### src/hdl/ainb_pkg.sv
// ----------------------------------------------------------------------------
// ainb_pkg
// Types and fixed constants of the adaptive impulse noise blanker.
// ----------------------------------------------------------------------------
package ainb_pkg;

    localparam int LEVEL_W         = 25;
    localparam int THR_W           = 16;
    localparam int THR_FRAC_BITS   = 8;
    localparam int ALPHA_W         = 16;
    localparam int ALPHA_FRAC_BITS = 16;
    localparam int ALPHA_ROUND     = (1 << ALPHA_FRAC_BITS) - 1;
    localparam int CFG_DATA_W      = 16;
    localparam int CFG_IDX_W       = 2;

    localparam logic [LEVEL_W-1:0] LEVEL_MAX = {LEVEL_W{1'b1}};

    localparam logic [CFG_IDX_W-1:0] CFG_BLANK_ENABLE    = 2'd0;
    localparam logic [CFG_IDX_W-1:0] CFG_THRESHOLD_RATIO = 2'd1;
    localparam logic [CFG_IDX_W-1:0] CFG_SMOOTHING_ALPHA = 2'd2;

    localparam logic [THR_W-1:0]   THRESHOLD_RESET = 16'd2048;
    localparam logic [ALPHA_W-1:0] ALPHA_RESET     = 16'd1;

    typedef struct packed {
        logic               blank_enable;
        logic [THR_W-1:0]   threshold_ratio;
        logic [ALPHA_W-1:0] smoothing_alpha;
    } cfg_t;

    typedef enum logic [2:0] {
        F_IDLE,
        F_SQUARE,
        F_SUM,
        F_ROOT,
        F_PUSH
    } front_state_t;

    typedef enum logic [1:0] {
        B_IDLE,
        B_CMP,
        B_UPD
    } back_state_t;

endpackage

### src/hdl/adaptive_impulse_noise_blanker.sv
// ----------------------------------------------------------------------------
// adaptive_impulse_noise_blanker
// Zeroes I/Q samples whose magnitude reaches a multiple of the tracked
// noise level, when blanking is enabled.
// ----------------------------------------------------------------------------
// The front accepts a sample, squares I and Q, sums the squares and takes the
// bit-serial square root, then hands the magnitude to a two-entry queue; it
// takes no new sample until that hand-off is done. The back works through
// the threshold product, the averaging product and the level update,
// overlapped with the front, so the sustained rate is set by the square root;
// a stalled output holds the back. Configuration writes take effect at once
// and belong in idle periods.
module adaptive_impulse_noise_blanker #(
    parameter int SAMPLE_WIDTH    = 16,
    parameter int LEVEL_FRAC_BITS = 8,
    localparam int DATA_W         = ((2 * SAMPLE_WIDTH + 7) / 8) * 8
) (
    input  logic                            clk,
    input  logic                            rst_n,
    input  logic                            s_axis_tvalid,
    output logic                            s_axis_tready,
    input  logic [DATA_W-1:0]               s_axis_tdata,  // in_i, in_q
    input  logic                            s_axis_tuser,  // block_start
    output logic                            m_axis_tvalid,
    input  logic                            m_axis_tready,
    output logic [DATA_W-1:0]               m_axis_tdata,  // out_i, out_q
    output logic                            m_axis_tuser,  // blanked
    input  logic                            cfg_we,
    input  logic [ainb_pkg::CFG_IDX_W-1:0]  cfg_index,
    input  logic [ainb_pkg::CFG_DATA_W-1:0] cfg_data
);
    import ainb_pkg::*;

    localparam int Q_W = 3 * SAMPLE_WIDTH + 1;

    cfg_t cfg_reg;
    cfg_t cfg_next;

    logic signed [SAMPLE_WIDTH-1:0] in_i;
    logic signed [SAMPLE_WIDTH-1:0] in_q;
    logic signed [SAMPLE_WIDTH-1:0] out_i;
    logic signed [SAMPLE_WIDTH-1:0] out_q;
    logic                           push;
    logic                           full;
    logic [Q_W-1:0]                 push_data;
    logic                           pop;
    logic                           empty;
    logic [Q_W-1:0]                 pop_data;

    assign in_i         = s_axis_tdata[SAMPLE_WIDTH-1:0];
    assign in_q         = s_axis_tdata[2*SAMPLE_WIDTH-1:SAMPLE_WIDTH];
    assign m_axis_tdata = DATA_W'({out_q, out_i});

    always_comb
    begin
        cfg_next = cfg_reg;
        if (cfg_we)
        begin
            unique case (cfg_index)
                CFG_BLANK_ENABLE:    cfg_next.blank_enable    = cfg_data[0];
                CFG_THRESHOLD_RATIO: cfg_next.threshold_ratio = cfg_data[THR_W-1:0];
                CFG_SMOOTHING_ALPHA: cfg_next.smoothing_alpha = cfg_data[ALPHA_W-1:0];
                default:             cfg_next = cfg_reg;
            endcase
        end
    end

    always_ff @(posedge clk or negedge rst_n)
    begin
        if (!rst_n)
        begin
            cfg_reg.blank_enable    <= 1'b0;
            cfg_reg.threshold_ratio <= THRESHOLD_RESET;
            cfg_reg.smoothing_alpha <= ALPHA_RESET;
        end
        else
        begin
            cfg_reg <= cfg_next;
        end
    end

    ainb_front #(
        .SAMPLE_WIDTH (SAMPLE_WIDTH)
    ) u_front (
        .clk         (clk),
        .rst_n       (rst_n),
        .in_valid    (s_axis_tvalid),
        .in_ready    (s_axis_tready),
        .in_i        (in_i),
        .in_q        (in_q),
        .block_start (s_axis_tuser),
        .push        (push),
        .full        (full),
        .push_data   (push_data)
    );

    ainb_queue #(
        .WIDTH (Q_W),
        .DEPTH (2)
    ) u_queue (
        .clk     (clk),
        .rst_n   (rst_n),
        .wr_en   (push),
        .wr_data (push_data),
        .full    (full),
        .rd_en   (pop),
        .rd_data (pop_data),
        .empty   (empty)
    );

    ainb_back #(
        .SAMPLE_WIDTH    (SAMPLE_WIDTH),
        .LEVEL_FRAC_BITS (LEVEL_FRAC_BITS)
    ) u_back (
        .clk         (clk),
        .rst_n       (rst_n),
        .cfg         (cfg_reg),
        .q_empty     (empty),
        .q_rd_en     (pop),
        .q_data      (pop_data),
        .out_valid   (m_axis_tvalid),
        .out_ready   (m_axis_tready),
        .out_i       (out_i),
        .out_q       (out_q),
        .out_blanked (m_axis_tuser)
    );

endmodule

### src/hdl/ainb_queue.sv
// ----------------------------------------------------------------------------
// ainb_queue
// Small register queue between the magnitude front and the level back.
// ----------------------------------------------------------------------------
module ainb_queue #(
    parameter int WIDTH = 49,
    parameter int DEPTH = 2
) (
    input  logic             clk,
    input  logic             rst_n,
    input  logic             wr_en,
    input  logic [WIDTH-1:0] wr_data,
    output logic             full,
    input  logic             rd_en,
    output logic [WIDTH-1:0] rd_data,
    output logic             empty
);
    localparam int PTR_W = (DEPTH > 1) ? $clog2(DEPTH) : 1;
    localparam int CNT_W = $clog2(DEPTH + 1);

    logic [WIDTH-1:0] mem_reg [DEPTH];
    logic [PTR_W-1:0] wr_ptr_reg;
    logic [PTR_W-1:0] wr_ptr_next;
    logic [PTR_W-1:0] rd_ptr_reg;
    logic [PTR_W-1:0] rd_ptr_next;
    logic [CNT_W-1:0] count_reg;
    logic [CNT_W-1:0] count_next;
    logic             do_wr;
    logic             do_rd;

    assign full    = (count_reg == CNT_W'(DEPTH));
    assign empty   = (count_reg == '0);
    assign do_wr   = wr_en && !full;
    assign do_rd   = rd_en && !empty;
    assign rd_data = mem_reg[rd_ptr_reg];

    always_comb
    begin
        wr_ptr_next = wr_ptr_reg;
        rd_ptr_next = rd_ptr_reg;
        count_next  = count_reg;
        if (do_wr)
        begin
            wr_ptr_next = (wr_ptr_reg == PTR_W'(DEPTH - 1)) ? '0 : wr_ptr_reg + 1'b1;
        end
        if (do_rd)
        begin
            rd_ptr_next = (rd_ptr_reg == PTR_W'(DEPTH - 1)) ? '0 : rd_ptr_reg + 1'b1;
        end
        if (do_wr && !do_rd)
        begin
            count_next = count_reg + 1'b1;
        end
        else if (do_rd && !do_wr)
        begin
            count_next = count_reg - 1'b1;
        end
    end

    always_ff @(posedge clk or negedge rst_n)
    begin
        if (!rst_n)
        begin
            wr_ptr_reg <= '0;
            rd_ptr_reg <= '0;
            count_reg  <= '0;
        end
        else
        begin
            wr_ptr_reg <= wr_ptr_next;
            rd_ptr_reg <= rd_ptr_next;
            count_reg  <= count_next;
        end
    end

    always_ff @(posedge clk)
    begin
        if (do_wr)
        begin
            mem_reg[wr_ptr_reg] <= wr_data;
        end
    end

endmodule

### src/hdl/ainb_front.sv
// ----------------------------------------------------------------------------
// ainb_front
// Accepts I/Q samples and finds the magnitude with a bit-serial square root.
// ----------------------------------------------------------------------------
module ainb_front #(
    parameter int SAMPLE_WIDTH = 16
) (
    input  logic                      clk,
    input  logic                      rst_n,
    input  logic                      in_valid,
    output logic                      in_ready,
    input  logic signed [SAMPLE_WIDTH-1:0] in_i,
    input  logic signed [SAMPLE_WIDTH-1:0] in_q,
    input  logic                      block_start,
    output logic                      push,
    input  logic                      full,
    output logic [3*SAMPLE_WIDTH:0]   push_data
);
    import ainb_pkg::*;

    localparam int SQ_W = 2 * SAMPLE_WIDTH;

    front_state_t state_reg;
    front_state_t state_next;

    logic signed [SAMPLE_WIDTH-1:0] i_reg;
    logic signed [SAMPLE_WIDTH-1:0] q_reg;
    logic                           start_reg;
    logic [SAMPLE_WIDTH-1:0]        abs_i;
    logic [SAMPLE_WIDTH-1:0]        abs_q;
    logic [SAMPLE_WIDTH-1:0]        raw_i;
    logic [SAMPLE_WIDTH-1:0]        raw_q;
    logic [SQ_W-1:0]                sq_i_reg;
    logic [SQ_W-1:0]                sq_q_reg;
    logic [SQ_W-1:0]                x_reg;
    logic [SQ_W-1:0]                root_reg;
    logic [SQ_W-1:0]                bit_reg;
    logic [SQ_W:0]                  trial;
    logic                           fits;

    assign raw_i = i_reg;
    assign raw_q = q_reg;
    assign abs_i = i_reg[SAMPLE_WIDTH-1] ? (~raw_i + 1'b1) : raw_i;
    assign abs_q = q_reg[SAMPLE_WIDTH-1] ? (~raw_q + 1'b1) : raw_q;
    assign trial = {1'b0, root_reg} + {1'b0, bit_reg};
    assign fits  = ({1'b0, x_reg} >= trial);

    always_comb
    begin
        state_next = state_reg;
        unique case (state_reg)
            F_IDLE:
            begin
                if (in_valid)
                begin
                    state_next = F_SQUARE;
                end
            end
            F_SQUARE: state_next = F_SUM;
            F_SUM:    state_next = F_ROOT;
            F_ROOT:
            begin
                if (bit_reg[0])
                begin
                    state_next = F_PUSH;
                end
            end
            F_PUSH:
            begin
                if (!full)
                begin
                    state_next = F_IDLE;
                end
            end
            default:  state_next = F_IDLE;
        endcase
    end

    always_comb
    begin
        in_ready  = (state_reg == F_IDLE);
        push      = (state_reg == F_PUSH) && !full;
        push_data = {start_reg, q_reg, i_reg, root_reg[SAMPLE_WIDTH-1:0]};
    end

    always_ff @(posedge clk or negedge rst_n)
    begin
        if (!rst_n)
        begin
            state_reg <= F_IDLE;
        end
        else
        begin
            state_reg <= state_next;
        end
    end

    always_ff @(posedge clk)
    begin
        case (state_reg)
            F_IDLE:
            begin
                if (in_valid)
                begin
                    i_reg     <= in_i;
                    q_reg     <= in_q;
                    start_reg <= block_start;
                end
            end
            F_SQUARE:
            begin
                sq_i_reg <= SQ_W'(abs_i) * SQ_W'(abs_i);
                sq_q_reg <= SQ_W'(abs_q) * SQ_W'(abs_q);
            end
            F_SUM:
            begin
                x_reg    <= sq_i_reg + sq_q_reg;
                root_reg <= '0;
                bit_reg  <= SQ_W'(1) << (SQ_W - 2);
            end
            F_ROOT:
            begin
                if (fits)
                begin
                    x_reg    <= x_reg - trial[SQ_W-1:0];
                    root_reg <= (root_reg >> 1) + bit_reg;
                end
                else
                begin
                    root_reg <= root_reg >> 1;
                end
                bit_reg <= bit_reg >> 2;
            end
            default:
            begin
            end
        endcase
    end

endmodule

### src/hdl/ainb_back.sv
// ----------------------------------------------------------------------------
// ainb_back
// Threshold test, noise level update and output register.
// ----------------------------------------------------------------------------
module ainb_back #(
    parameter int SAMPLE_WIDTH    = 16,
    parameter int LEVEL_FRAC_BITS = 8
) (
    input  logic                           clk,
    input  logic                           rst_n,
    input  ainb_pkg::cfg_t                 cfg,
    input  logic                           q_empty,
    output logic                           q_rd_en,
    input  logic [3*SAMPLE_WIDTH:0]        q_data,
    output logic                           out_valid,
    input  logic                           out_ready,
    output logic signed [SAMPLE_WIDTH-1:0] out_i,
    output logic signed [SAMPLE_WIDTH-1:0] out_q,
    output logic                           out_blanked
);
    import ainb_pkg::*;

    localparam int SW          = SAMPLE_WIDTH;
    localparam int TGT_W       = SW + LEVEL_FRAC_BITS;
    localparam int DIFF_W      = (TGT_W > LEVEL_W) ? TGT_W : LEVEL_W;
    localparam int PROD_W      = THR_W + LEVEL_W;
    localparam int LHS_W       = SW + THR_FRAC_BITS + LEVEL_FRAC_BITS;
    localparam int CMP_W       = (LHS_W > PROD_W) ? LHS_W : PROD_W;
    localparam int STEP_PROD_W = ALPHA_W + DIFF_W;
    localparam int STEP_W      = STEP_PROD_W + 1 - ALPHA_FRAC_BITS;
    localparam int NEXT_W      = STEP_W + 1;
    localparam int LEVEL_INIT_VAL = ((1 << LEVEL_FRAC_BITS) + 5) / 10;
    localparam logic [LEVEL_W-1:0] LEVEL_INIT = LEVEL_W'(LEVEL_INIT_VAL);

    back_state_t state_reg;
    back_state_t state_next;

    logic [LEVEL_W-1:0]     level_reg;
    logic                   out_valid_reg;
    logic [SW-1:0]          mag_reg;
    logic signed [SW-1:0]   i_reg;
    logic signed [SW-1:0]   q_reg;
    logic [LEVEL_W-1:0]     lvl_eff_reg;
    logic [PROD_W-1:0]      thr_prod_reg;
    logic                   pass_reg;
    logic                   neg_reg;
    logic [STEP_PROD_W-1:0] step_prod_reg;
    logic signed [SW-1:0]   out_i_reg;
    logic signed [SW-1:0]   out_q_reg;
    logic                   out_blanked_reg;

    logic [SW-1:0]          pop_mag;
    logic signed [SW-1:0]   pop_i;
    logic signed [SW-1:0]   pop_q;
    logic                   pop_start;
    logic [LEVEL_W-1:0]     lvl_eff;
    logic [PROD_W-1:0]      thr_prod;
    logic [CMP_W-1:0]       lhs;
    logic                   pass;
    logic [DIFF_W-1:0]      tgt;
    logic [DIFF_W-1:0]      lvl_ext;
    logic                   neg;
    logic [DIFF_W-1:0]      dmag;
    logic [STEP_PROD_W-1:0] step_prod;
    logic [STEP_PROD_W:0]   rounded;
    logic [STEP_W-1:0]      step;
    logic [NEXT_W-1:0]      lvl_w;
    logic [NEXT_W-1:0]      step_w;
    logic [NEXT_W-1:0]      sum_w;
    logic [LEVEL_W-1:0]     new_level;
    logic                   blank;
    logic                   done;

    assign pop_mag   = q_data[SW-1:0];
    assign pop_i     = q_data[2*SW-1:SW];
    assign pop_q     = q_data[3*SW-1:2*SW];
    assign pop_start = q_data[3*SW];

    always_comb
    begin
        lvl_eff  = pop_start ? LEVEL_INIT : level_reg;
        thr_prod = PROD_W'(cfg.threshold_ratio) * PROD_W'(lvl_eff);

        lhs     = CMP_W'(mag_reg) << (THR_FRAC_BITS + LEVEL_FRAC_BITS);
        pass    = (lhs < CMP_W'(thr_prod_reg));
        tgt     = DIFF_W'(mag_reg) << LEVEL_FRAC_BITS;
        lvl_ext = DIFF_W'(lvl_eff_reg);
        neg     = (tgt < lvl_ext);
        dmag    = neg ? (lvl_ext - tgt) : (tgt - lvl_ext);
        step_prod = STEP_PROD_W'(cfg.smoothing_alpha) * STEP_PROD_W'(dmag);

        rounded = {1'b0, step_prod_reg}
                + (neg_reg ? (STEP_PROD_W + 1)'(ALPHA_ROUND) : '0);
        step    = rounded[STEP_PROD_W:ALPHA_FRAC_BITS];
        lvl_w   = NEXT_W'(lvl_eff_reg);
        step_w  = NEXT_W'(step);
        sum_w   = lvl_w + step_w;
        if (neg_reg)
        begin
            new_level = (lvl_w < step_w) ? '0 : LEVEL_W'(lvl_w - step_w);
        end
        else
        begin
            new_level = (sum_w > NEXT_W'(LEVEL_MAX)) ? LEVEL_MAX : sum_w[LEVEL_W-1:0];
        end
        blank = !pass_reg && cfg.blank_enable;
    end

    always_comb
    begin
        state_next = state_reg;
        unique case (state_reg)
            B_IDLE:
            begin
                if (!q_empty)
                begin
                    state_next = B_CMP;
                end
            end
            B_CMP:    state_next = B_UPD;
            B_UPD:
            begin
                if (done)
                begin
                    state_next = B_IDLE;
                end
            end
            default:  state_next = B_IDLE;
        endcase
    end

    always_comb
    begin
        q_rd_en     = (state_reg == B_IDLE) && !q_empty;
        done        = (state_reg == B_UPD) && (!out_valid_reg || out_ready);
        out_valid   = out_valid_reg;
        out_i       = out_i_reg;
        out_q       = out_q_reg;
        out_blanked = out_blanked_reg;
    end

    always_ff @(posedge clk or negedge rst_n)
    begin
        if (!rst_n)
        begin
            state_reg     <= B_IDLE;
            level_reg     <= LEVEL_INIT;
            out_valid_reg <= 1'b0;
        end
        else
        begin
            state_reg <= state_next;
            if (done)
            begin
                level_reg     <= pass_reg ? new_level : lvl_eff_reg;
                out_valid_reg <= 1'b1;
            end
            else if (out_ready)
            begin
                out_valid_reg <= 1'b0;
            end
        end
    end

    always_ff @(posedge clk)
    begin
        if (q_rd_en)
        begin
            mag_reg      <= pop_mag;
            i_reg        <= pop_i;
            q_reg        <= pop_q;
            lvl_eff_reg  <= lvl_eff;
            thr_prod_reg <= thr_prod;
        end
        if (state_reg == B_CMP)
        begin
            pass_reg      <= pass;
            neg_reg       <= neg;
            step_prod_reg <= step_prod;
        end
        if (done)
        begin
            out_i_reg       <= blank ? '0 : i_reg;
            out_q_reg       <= blank ? '0 : q_reg;
            out_blanked_reg <= blank;
        end
    end

endmodule

### config.mk
export PLATFORM = sky130hd
export DESIGN_NAME = adaptive_impulse_noise_blanker
export DESIGN_NICKNAME = d
export VERILOG_FILES = /design/src/hdl/ainb_pkg.sv /design/src/hdl/adaptive_impulse_noise_blanker.sv /design/src/hdl/ainb_queue.sv /design/src/hdl/ainb_front.sv /design/src/hdl/ainb_back.sv
export SDC_FILE = /design/constraint.sdc
export NUM_CORES = 2
export LEC_CHECK = 0
export BUFFER_PORTS_ARGS = -buffer_cell sky130_fd_sc_hd__buf_2
export CAP_MARGIN = 25
export CORE_UTILIZATION = 25
export DETAILED_ROUTE_END_ITERATION = 8
export PLACE_DENSITY = 0.44
export SYNTH_ARGS = -nofsm -noshare
export SYNTH_HDL_FRONTEND = slang
export SYNTH_SLANG_ARGS = --single-unit
### constraint.sdc
create_clock -name clk -period 8.5 [get_ports clk]
set_clock_uncertainty 0.2 [all_clocks]
set_input_delay 1.275 -clock clk [delete_from_list [all_inputs] [get_ports clk]]
set_output_delay 1.275 -clock clk [all_outputs]
set_load 0.1 [all_outputs]
Yosys cells after proc, flatten, opt, wreduce, memory -nomap -nowiden. Memories as Yosys holds them, arrays and structs flattened. Cells that the tools add are included.

Order comparisons: 5. Add/subtract/negate cells: 15. Eq/ne operators: 15. Reductions and logical operators: 29. Bitwise operators: 2. Mux-type cells: 29. Multipliers: 4.

Operator list (count): one-hot mux 32 bit (2 select lines) (3); two-way mux 25 bit (6); multiplier 16 x 25 -> 41 bit (2); multiplier 16 x 16 -> 32 bit (2); two-way mux 32 bit (2); two-way mux 16 bit (3); adder 41 x 16 -> 42 bit (1); less-than comparator 32 x 41 -> 1 bit (1); adder 32 x 32 -> 33 bit (1); >= comparator 32 x 33 -> 1 bit (1); adder 16 x 1 -> 16 bit, second input constant (2); adder 31 x 32 -> 32 bit (1); adder 32 bit (1); NOT 16 bit (2); subtractor 32 bit (1); adder 25 x 26 -> 27 bit (1); > comparator 27 x 25 -> 1 bit, second input constant (1); less-than comparator 25 x 26 -> 1 bit (1); less-than comparator 24 x 25 -> 1 bit (1); subtractor 24 x 25 -> 25 bit (1); subtractor 25 x 24 -> 25 bit (1); subtractor 25 bit (1); one-hot mux 3 bit (5 select lines) (1); AND reduction 2 bit (6); 21 further kinds (56).

Register bits: 451. Memory bits (writable): 98. Memories: 1. Output and inout port bits: 35.

Memory list: u_queue.mem_reg (words 2, width 49, rd ports 1, clocked after memory_dff 0, write ports 1, line ainb_queue.sv:21) `logic [WIDTH-1:0] mem_reg [DEPTH];`.

Depth between registers and ports, before layout.
Word-level depth: 8. Depth in mapped cells: 38.

Hierarchy. From an unflattened synthesis, not the netlist that was laid out.

Cell total of the unflattened synthesis: 7116. Area, all modules: 69401.6 µm².

Modules (own cells, without submodules): ainb_back (times used 1, cells each 4206, area each 38640.8 µm², sequential area each 6409.9 µm²); ainb_front (times used 1, cells each 2667, area each 25429.4 µm², sequential area each 5330.1 µm²); ainb_queue (times used 1, cells each 172, area each 3986.3 µm², sequential area each 3042.9 µm²); adaptive_impulse_noise_blanker (times used 1, cells each 71, area each 1345.0 µm², sequential area each 828.3 µm²).

Worst setup path before layout. OpenSTA, ideal clock, no wires.

Kind: register -> register. Start: register u_back.lvl_eff_reg[9]. End: register u_back.step_prod_reg[39], data pin. Required time: 8.042 ns. Clock period less this slack: 8.650 ns. Slack: -0.150 ns. Arrival: 8.193 ns. Stages on the path, launching flop included: 39. Buffers on the path: 3. Cells stage by stage: edfxtp_1 -> inv_1 -> ha_1 -> and2_1 -> a22oi_1 -> nand3_2 -> nand4_2 -> a211oi_2 -> o31a_4 -> o21a_4 -> inv_4 -> buf_6 -> mux2i_2 -> xor2_2 -> buf_6 -> nand2_1 -> fa_1 -> inv_1 -> (+3 left out) -> inv_1 -> fa_1 -> fa_1 -> inv_1 -> fa_1 -> inv_1 -> ha_1 -> clkbuf_1 -> nand4_1 -> nor2_1 -> nand3_1 -> and3b_1 -> o31ai_1 -> o31ai_1 -> a211oi_1 -> o31ai_1 -> a21oi_1 -> xnor2_1.

Word-level cells in the longest chain between the ends: 3. Elaborated cells on any way between the ends: 5. Those cells by class: add/sub (2); mul (1); order compare (1); mux (1).

RTL lines: start: declaration (line ainb_back.sv:43) `logic [LEVEL_W-1:0] lvl_eff_reg;`; start signal: assignment (line ainb_back.sv:172) `lvl_eff_reg <= lvl_eff;`; less-than comparator 24 x 25 -> 1 bit (line ainb_back.sv:88) `neg = (tgt < lvl_ext);`; named net u_back.neg (line ainb_back.sv:62) `logic neg;`; two-way mux 25 bit (line ainb_back.sv:89) `dmag = neg ? (lvl_ext - tgt) : (tgt - lvl_ext);`; multiplier 16 x 25 -> 41 bit (line ainb_back.sv:90) `step_prod = STEP_PROD_W'(cfg.smoothing_alpha) * STEP_PROD_W'(dmag);`; named net u_back.step_prod[39] (line ainb_back.sv:64) `logic [STEP_PROD_W-1:0] step_prod;`; end signal: assignment (line ainb_back.sv:179) `step_prod_reg <= step_prod;`; end: declaration (line ainb_back.sv:47) `logic [STEP_PROD_W-1:0] step_prod_reg;`.

The timed path passes the listed nets, and every way through them passes these cells. A chain may end at the register's enable or synchronous reset.

Final worst setup path.
Start: register u_back.lvl_eff_reg[3]. End: register u_back.step_prod_reg[37], data pin.

Word-level cells in the longest chain between the ends: 3. Elaborated cells on any way between the ends: 5. Those cells by class: add/sub (2); mul (1); order compare (1); mux (1).

RTL lines (line): subtractor 24 x 25 -> 25 bit, or another cell as far along (ainb_back.sv:89); two-way mux 25 bit (*) (ainb_back.sv:89); multiplier 16 x 25 -> 41 bit (*) (ainb_back.sv:90); named net u_back.step_prod[37] (ainb_back.sv:64).

The timed path passes the listed nets; every way through them passes the cells marked *.

==> flow_metrics.env <==
export IMPL_status="finished with violations"
export IMPL_violations="setup timing"
export IMPL_cts_tree="built"
export IMPL_drt_iter0_drc=2505
export IMPL_wl_met3_mm=5.204
export IMPL_tightest_slew_ps=1070
export IMPL_r2r_slack_ps=-200
export IMPL_arrival_ps=8870
export IMPL_die_w_um=526.0
export IMPL_clockBufferDepth=3
export IMPL_clock_latency_ps=680
export IMPL_fp_row_count=192
export IMPL_slowest_delay_ps=540
export IMPL_antenna_found_initial=12
export IMPL_final_cell_mix="inv_1 (1281), fa_1 (959), nand2_1 (738)"
export IMPL_place_hpwl_mm=160.8
export IMPL_finalMaxSlewViolations=0
export IMPL_post_drt_wl_per_cell_um=17.55
export IMPL_synth_top_flop_cell="edfxtp_1"
export IMPL_start_kind="register"
export IMPL_area_growth_pct=17.01
export IMPL_final_cell_area_um2=80320
export IMPL_layout_commonest_cell="inv_1"
export IMPL_finalHoldViolations=0
export IMPL_post_route_period_util_pct=102.3
export IMPL_wl_met1_mm=87.45
export IMPL_placed_cell_area_um2=76600
export IMPL_cp_top_family="adder cells"
export IMPL_crit_slowest_cell="fa_1"
export IMPL_fin_crit_ps=8696
export IMPL_rsz0062_at_grt="true"
export IMPL_syn_inst=7039
export IMPL_drt_pass1_iter_count=5
export IMPL_largest_reg_flops=98
export IMPL_top_layer="met4"
export IMPL_synth_async_sr_flop_share_pct=12.81
export IMPL_grt_max_degree=71
export IMPL_synth_area_um2=68650
export IMPL_wl_met2_mm=98.98
export IMPL_slew_headroom_pct=28.64
export IMPL_syn_avg_cell_area_um2=9.752
export IMPL_clkTransAtPathRegs_ps=60
export IMPL_place_congestion=0.8672
export IMPL_ant_nets=0
export IMPL_ys_seq_elements=531
export IMPL_worstSetupPathType="reg -> reg"
export IMPL_cp_buffers_inverters=10
export IMPL_vias=49867
export IMPL_synth_distinct_cells=97
export IMPL_max_freq_ghz=0.1150
export IMPL_synth_edf_count=463
export IMPL_dp_worst_setup_slack_ps=-653.1
export IMPL_io_buffers=90
export IMPL_grt_pass1_wl_mm=312.1
export IMPL_die_y_um=526.0
export IMPL_critPathCaptureType="register"
export IMPL_setup_viol=5
export IMPL_holdCritPathClass="in -> async"
export IMPL_core_area_um2=273400
export IMPL_synth_warning_count=0
export IMPL_start_util_pct=25.11
export IMPL_cts_made_buffers=69
export IMPL_cp_data_required_time_ps=8670
export IMPL_clock_sinks=531
export IMPL_via_per_inst=4.469
export IMPL_crit_path_max_fanout=8
export IMPL_htree_levels=3
export IMPL_crit_top_cell="fa_1"
export IMPL_fillerInstances=28737
export IMPL_dieArea_um2=276700
export IMPL_grt_pass1_vias=54123
export IMPL_io_pins=91
export IMPL_layout_setup_ws_ps=-196.4
export IMPL_final_nets=9167
export IMPL_drive_gt1_share_pct=13.98
export IMPL_grt_overflow_total=0
export IMPL_drc=0
export IMPL_maxCapViolations=0
export IMPL_track_usage_pct=14.38
export IMPL_routed_wirelength_mm=195.9
export IMPL_yosysSeqAreaShare_pct=22.74
export IMPL_root_buffer="clkbuf_16"
## through the flow
step	setup TNS, ps	util (%)	hold slack (ps)	cells
after floorplan	0	-	221.5	7061
after global placement	-5128	28.00	276.9	10976
after detailed placement	-6914	28.02	298.1	10979
after CTS	-748.0	29.16	208.1	11134
after global routing	-4796	29.38	250.0	11157
final	-769.5	29.38	271.6	11159
## cells by family (layout without fill, tap and decap cells)
family	Yosys count	after routing	synth area share, %
XOR/XNOR	340	340	4.436
multiplexers	119	119	1.945
buffers and inverters	1569	2075	8.694
AO/OA/AOI/OAI	937	937	8.805
adder cells (fa/ha/maj)	1599	1599	39.77
other	2	27	0.01094
AND/OR/NAND/NOR	1942	1942	13.59
flip-flops	531	531	22.74
## final timing paths
| path | from | end | cells past startpoint |
|---|---|---|---|
| min | rst_n | cfg_reg[6] | 1 |
| max in group asynchronous | rst_n | u_queue.rd_ptr_reg | 2 |
| max | u_back.lvl_eff_reg[3] | u_back.step_prod_reg[37] | 37 |
| min in group clk | u_front.root_reg[0] | u_queue.mem_reg[0][0] | 0 |
| min reg2reg | u_front.root_reg[0] | u_queue.mem_reg[0][0] | 0 |
| max reg2reg | u_back.lvl_eff_reg[3] | u_back.step_prod_reg[37] | 37 |
## worst register-to-register path: cells and delay by family (launching register included)
| kind | cells | cell delay, ps |
|---|---|---|
| adders and majority gates | 7 | 3280 |
| and+or+nand+nor | 10 | 1720 |
| AOI/OAI and AO/OA | 9 | 1590 |
| buffers and inverters | 10 | 1030 |
| DFF | 1 | 430 |
| xor gates and xnor gates | 1 | 140 |
## routing by layer
metal	track usage (%)	up-vias
li1	-	23664
met1	18.39	25301
met2	26.05	708
met3	1.234	194
met4	3.216	0
met5	0	-
## layout make-up
class | count | area, um^2 | share of cell area (%)
inverter | 1322 | 4981 | 6.201
sequential | 531 | 15610 | 19.44
timing repair buffer | 627 | 4866 | 6.058
clock buffer | 84 | 1918 | 2.388
tap | 3589 | 4491 | 5.591
clock inverter | 42 | 460.4 | 0.5732
antenna | 3 | 7.507 | 0.009346
multi-input combinational | 4961 | 47990 | 59.74
## what timing repair did
item	in CTS	in global routing
setup buffers	31	21
gates cloned	0	1
setup endpoints to repair	24	45
hold endpoints to repair	0	0
hold buffers	0	0
pin swaps	73	64
resized for setup	107	105
## synthesized netlist by cell type, types with 16 or more instances
cell type | number | area [um^2]
nand2b_1 | 66 | 412.9
nand2_1 | 745 | 2796
and3_1 | 189 | 1182
xnor2_1 | 197 | 1725
edfxtp_1 | 463 | 13900
mux2_2 | 96 | 1081
clkbuf_1 | 206 | 773.2
nor2b_1 | 41 | 256.5
or3_1 | 31 | 193.9
xor2_1 | 134 | 1174
a21oi_1 | 272 | 1361
inv_1 | 1303 | 4891
nand3_1 | 82 | 410.4
a31oi_1 | 61 | 381.6
a31o_2 | 16 | 140.1
ha_1 | 627 | 7845
mux2i_1 | 19 | 190.2
fa_1 | 972 | 19460
nor2_1 | 358 | 1344
o21ai_0 | 166 | 830.8
nor3_1 | 73 | 365.4
o21bai_1 | 59 | 442.9
and2_1 | 254 | 1589
a21o_1 | 116 | 870.8
o211ai_1 | 22 | 165.2
dfrtp_1 | 63 | 1577
o21a_1 | 40 | 300.3
nand4_1 | 22 | 137.6
buf_2 | 16 | 80.08
a211oi_1 | 33 | 247.7
o31ai_1 | 33 | 247.7
Power is not shown: default switching activity piles up to over one toggle a cycle in this logic, so the estimate is an artifact.
